**config.mk**
```make
export PLATFORM = sky130hd
export DESIGN_NAME = mwo_mod
export DESIGN_NICKNAME = d
export VERILOG_FILES = /design/src/hw/rtl/mwo_pkg.sv /design/src/hw/rtl/mwo_mod.sv
export SDC_FILE = /design/constraint.sdc
export NUM_CORES = 1
export LEC_CHECK = 0
export BUFFER_PORTS_ARGS = -buffer_cell sky130_fd_sc_hd__clkbuf_2
export CORE_MARGIN = 3
export CORE_UTILIZATION = 40
export DETAILED_ROUTE_END_ITERATION = 16
export PLACE_DENSITY = 0.74
export SYNTH_ARGS = -nofsm -noshare
export SYNTH_HDL_FRONTEND = slang
export SYNTH_SLANG_ARGS = --single-unit
export TNS_END_PERCENT = 50
```
**constraint.sdc**
```tcl
create_clock -name clk -period 1.9 [get_ports clk]
set_input_delay 0.285 -clock clk [delete_from_list [all_inputs] [get_ports clk]]
set_output_delay 0.285 -clock clk [all_outputs]
set_load 0.02 [all_outputs]
```
**src/hw/rtl/mwo_pkg.sv**
```systemverilog
package mwo_pkg;

    localparam int CELL_W    = 12;
    localparam int CELLS     = 4096;
    localparam int LINK_W    = 13;
    localparam int SIZE_W    = 13;
    localparam int SIDE_W    = 7;
    localparam int MAX_SIDE  = 64;

    localparam logic [LINK_W-1:0] LINK_END = 13'h1000;

    localparam logic [1:0] WALL_CLOSED = 2'd0;
    localparam logic [1:0] WALL_OPEN   = 2'd1;
    localparam logic [1:0] WALL_BOUND  = 2'd2;

    localparam logic WALL_EAST  = 1'b0;
    localparam logic WALL_NORTH = 1'b1;

    localparam logic [1:0] MODE_START = 2'd0;
    localparam logic [1:0] MODE_OPEN  = 2'd1;
    localparam logic [1:0] MODE_READ  = 2'd2;

    localparam logic REG_GRID_WIDTH  = 1'b0;
    localparam logic REG_GRID_HEIGHT = 1'b1;

    typedef struct packed {
        logic [1:0]        mode;
        logic [CELL_W-1:0] cell_req;
        logic              first_wall;
    } req_t;

    typedef struct packed {
        logic              opened;
        logic              opened_wall;
        logic [CELL_W-1:0] openings_remaining;
        logic              complete;
        logic [1:0]        north_state;
        logic [1:0]        east_state;
        logic [CELL_W-1:0] set_label;
        logic              bad_cell;
    } rsp_t;

    typedef struct packed {
        logic [CELL_W-1:0] set;
        logic [1:0]        north;
        logic [1:0]        east;
        logic [LINK_W-1:0] link;
    } cell_entry_t;

    typedef struct packed {
        logic [SIZE_W-1:0] size;
        logic [CELL_W-1:0] last;
    } group_entry_t;

    typedef enum logic [3:0] {
        ST_IDLE,
        ST_CLEAR,
        ST_MOD,
        ST_GETC,
        ST_TRY,
        ST_CMP,
        ST_SZA,
        ST_SZB,
        ST_WALK,
        ST_LINK,
        ST_LINKW,
        ST_FIN,
        ST_FIN2,
        ST_OUT
    } state_t;

endpackage

```
**src/hw/rtl/mwo_mod.sv**
```systemverilog
module mwo_mod
(
    input  logic                          clk,
    input  logic                          rst_n,
    input  logic                          start,
    input  logic [mwo_pkg::CELL_W-1:0]    dividend,
    input  logic [mwo_pkg::SIDE_W-1:0]    divisor,
    output logic                          done,
    output logic [mwo_pkg::SIDE_W-1:0]    rem
);

    logic                        busy_reg;
    logic                        done_reg;
    logic [3:0]                  cnt_reg;
    logic [mwo_pkg::CELL_W-1:0]  dvd_reg;
    logic [mwo_pkg::SIDE_W-1:0]  rem_reg;
    logic [mwo_pkg::SIDE_W-1:0]  div_reg;
    logic [mwo_pkg::SIDE_W:0]    trial;
    logic [mwo_pkg::SIDE_W-1:0]  rem_next;

    // One quotient bit per cycle, restoring form.
    always_comb
    begin
        trial = {rem_reg, dvd_reg[mwo_pkg::CELL_W-1]};
        if (trial >= {1'b0, div_reg})
        begin
            rem_next = mwo_pkg::SIDE_W'(trial - {1'b0, div_reg});
        end
        else
        begin
            rem_next = trial[mwo_pkg::SIDE_W-1:0];
        end
    end

    always_ff @(posedge clk or negedge rst_n)
    begin
        if (!rst_n)
        begin
            busy_reg <= 1'b0;
            done_reg <= 1'b0;
            cnt_reg  <= 4'd0;
        end
        else
        begin
            done_reg <= 1'b0;
            if (start)
            begin
                busy_reg <= 1'b1;
                cnt_reg  <= 4'(mwo_pkg::CELL_W);
            end
            else if (busy_reg)
            begin
                cnt_reg <= cnt_reg - 4'd1;
                if (cnt_reg == 4'd1)
                begin
                    busy_reg <= 1'b0;
                    done_reg <= 1'b1;
                end
            end
        end
    end

    always_ff @(posedge clk)
    begin
        if (start)
        begin
            dvd_reg <= dividend;
            div_reg <= divisor;
            rem_reg <= '0;
        end
        else if (busy_reg)
        begin
            dvd_reg <= {dvd_reg[mwo_pkg::CELL_W-2:0], 1'b0};
            rem_reg <= rem_next;
        end
    end

    assign done = done_reg;
    assign rem  = rem_reg;

endmodule

```
==> results_dict.tcl <==
set metrics [dict create \
    status "finished with violations" \
    failed_checks "negative setup slack" \
    cts_made_buffers 5 \
    start_kind "flip-flop" \
    r2r_end "rem[4]$_SDFFE_PP0P_" \
    crit_path_end_kind "flip-flop" \
    r2r_start "div_reg[0]$_DFFE_PP_" \
    clock_latency_ps 280 \
    cp.required_ps 2070 \
    ff2ff_setup_slack_ps -20 \
    skew_ps 7.19 \
    dr.pass1.iters 4 \
    ys_top_cells_by_count "edfxtp_1 (19), inv_1 (14), nor2_1 (13)" \
    hpwl_mm 2.56 \
    async_reset_ff_frac 0.188 \
    synth_area_um2 1760 \
    postRouteAntennaNets 0 \
    regArea_um2 861 \
    wl_per_cell_um 14.5 \
    synth_area_leaders "edfxtp_1 (32%), dfrtp_1 (8.5%), dfxtp_1 (7.9%)" \
    pwr-share-seq 0.328 \
    avgViaCountPerCell 5.25 \
    fin_nets 234 \
    yosys_warnings 0 \
    ys_ff_latch 32 \
    max_slew_margin 0.582 \
    synth_area_per_cell_um2 11.3 \
    ys.flop_type "edfxtp_1" \
    path_cells "ha_4, inv_2, fa_2, a211oi_2, or3_4, buf_6, a41oi_1, o31ai_2" \
    vias 1329 \
    finalMaxSlewViolations 0 \
    grt_antenna_before_repair 0 \
    ir_drop_uv 692 \
    hold_violations 0 \
    syn_to_final_growth_pct 27.6 \
    drive_gt1_frac 0.409 \
    path_class "flip-flop to flip-flop" \
    grt_pass1_vias 1338 \
    crit_arrival_ps 2090 \
    die_w_um 72.4 \
    fin_ws_ps -23.3 \
    cts_buffer_depth 2 \
    yosysMostFrequentCell "edfxtp_1" \
    fill_cells 365 \
    drc 0 \
    p_clk_frac 0.235 \
    synth_cells 156 \
    largest_register_ffs 12 \
    drtIter0Drc 60 \
    grt_max_degree 29 \
    yosysTopAreaCell "edfxtp_1" \
    design_area_um2 2250 \
    clkSinkCount 32 \
    cts-root-buf "clkbuf_8" \
    path_buf_inv 2 \
    antennaDiodeCount 0 \
    synth_cell_types 43 \
    period_share 1.01 \
    cpPeakStageDelay_ps 420 \
    p_sw_frac 0.340 \
    power_switching_mw 0.964 \
    htreeDepth 2 \
    drt-total-wl_mm 3.67 \
    synth_edf_count 19 \
    crit_path_max_fanout 5 \
    worst_pin_slew_ps 626 \
    gr-total-overflow 0 \
    hold_class "input port to flip-flop" \
    crit_family "simple AND/OR/NAND/NOR gates" \
    ios 30 \
    setup_viol 4 \
    yosysSeqAreaShare 0.488 \
    grt.total_usage 0.148 \
    cap_violations 0 \
    cellLeakagePower_nw 0.956 \
    rows 23 \
    die_area_um2 5240 \
    fmax_mhz 520 \
    start_util 0.428 \
    grt_pass1_wl_mm 6.02 \
    place_area_um2 2070 \
    p_comb_frac 0.437 \
    synth_nets 188 \
    gp_congestion 0.762 \
    hold-path-endpoint "div_reg[2]$_DFFE_PP_" \
    clk_pin_slew_worst_paths_ps 70 \
    multi_input_area_um2 878 \
    cts_tree "done" \
    p_int_mw 1.87 \
    rsz0062_at_grt "yes" \
    die_h_um 72.4 \
    power.total_mw 2.84 \
    period_minus_slack_ps 1920 \
    ff2ff_path_depth 8 \
    portBuffers 29 \
    crit_slowest_cell "or3_4" \
    p_per_area_nw_per_um2 1260 \
    synth_top_area_frac 0.324 \
    core_um2 4120 \
    min-delay-start "divisor[2]" \
    min_path_cells 1 \
]
[power by group through the flow]
stage / sequential [mW] / clock [mW] / combinational [mW]
2_1_floorplan: 1.00 / 0 / 0.684
3_3_place_gp: 0.945 / 0 / 1.12
3_5_place_dp: 0.945 / 0 / 1.14
4_1_cts: 0.931 / 0.690 / 1.17
5_1_grt: 0.946 / 0.715 / 1.36
6_report: 0.931 / 0.667 / 1.24
[metrics by stage]
step	setup TNS (ps)	hold slack [ps]	std cells	setup slack, ps	util
floorplan	-68.1	-10.6	156	-37.9	-
global placement	-40.9	120	243	-23.1	0.503
detailed placement	-258	118	243	-62.2	0.503
CTS	0	169	253	5.90	0.538
global route	-554	174	253	-92.6	0.547
finish	-47.5	176	253	-23.3	0.547
[worst max path at each step]
stage                     startpoint                   to  depth (start not counted)
2_1_floorplan   div_reg[0]$_DFFE_PP_  rem[2]$_SDFFE_PP0P_                          8
3_3_place_gp    div_reg[0]$_DFFE_PP_  rem[6]$_SDFFE_PP0P_                          8
3_5_place_dp    div_reg[0]$_DFFE_PP_  rem[6]$_SDFFE_PP0P_                          8
4_1_cts        dvd_reg[11]$_DFFE_PP_  rem[6]$_SDFFE_PP0P_                          9
5_1_grt         div_reg[0]$_DFFE_PP_  rem[6]$_SDFFE_PP0P_                          8
6_report        div_reg[0]$_DFFE_PP_  rem[4]$_SDFFE_PP0P_                          8
[area by class of cell]
type	instances	share of cell area
tap	50	0.0278
timing repair buffer	46	0.124
clock buffer	6	0.0367
inverter	14	0.0234
multi-input combinational	103	0.390
sequential	32	0.383
clock inverter	2	0.0150
[cell families (layout without fill, tap and decap cells)]
family                     count (synthesis)  count (layout)  synth area share
AOI/OAI and AO/OA                         32              32             0.152
xor gates and xnor gates                   5               5            0.0248
adders and majority gates                 10              10            0.0752
buffers and inverters                     21              68            0.0490
DFF                                       32              32             0.488
muxes                                     11              11            0.0703
and+or+nand+nor                           45              45             0.141
[timing repair]
action	in CTS	in global routing
gates cloned	0	0
hold buffers	1	0
gates resized for setup	2	8
setup endpoints to repair	7	7
pin swaps	3	7
buffers inserted	1	0
endpoints found under the hold margin	6	0
[layout by cell type (no fill, tap or decap), drive strengths merged, types with 4 or more instances in the layout]
master	Yosys	layout
dfxtp	7	7
inv	14	14
buf	2	16
a41oi	4	4
xnor2	5	5
edfxtp	19	19
mux2	11	11
a211oi	4	4
clkbuf	5	35
nor2	13	13
a311oi	5	5
ha	9	9
dfrtp	6	6
nor3b	8	8
nand2	7	7
nand2b	4	4
[worst register-to-register path, delay by kind of cell, from the launching register on]
| kind | cells | cell delay (ps) |
|---|---|---|
| flops | 1 | 410 |
| simple gates | 1 | 420 |
| compound gates | 3 | 400 |
| fa+ha+maj | 2 | 380 |
| buf+inv | 2 | 200 |
[metal layers]
metal,routed length [um],vias to the layer above,share of wire,GRT usage
met2,1830,30,0.50,0.249
li1,-,667,-,-
met5,0,-,0,0
met1,1620,626,0.44,0.189
met3,173,6,0.047,0.0291
met4,38,0,0.010,0.0553
Note: power is estimated with default switching activity, not from simulation.
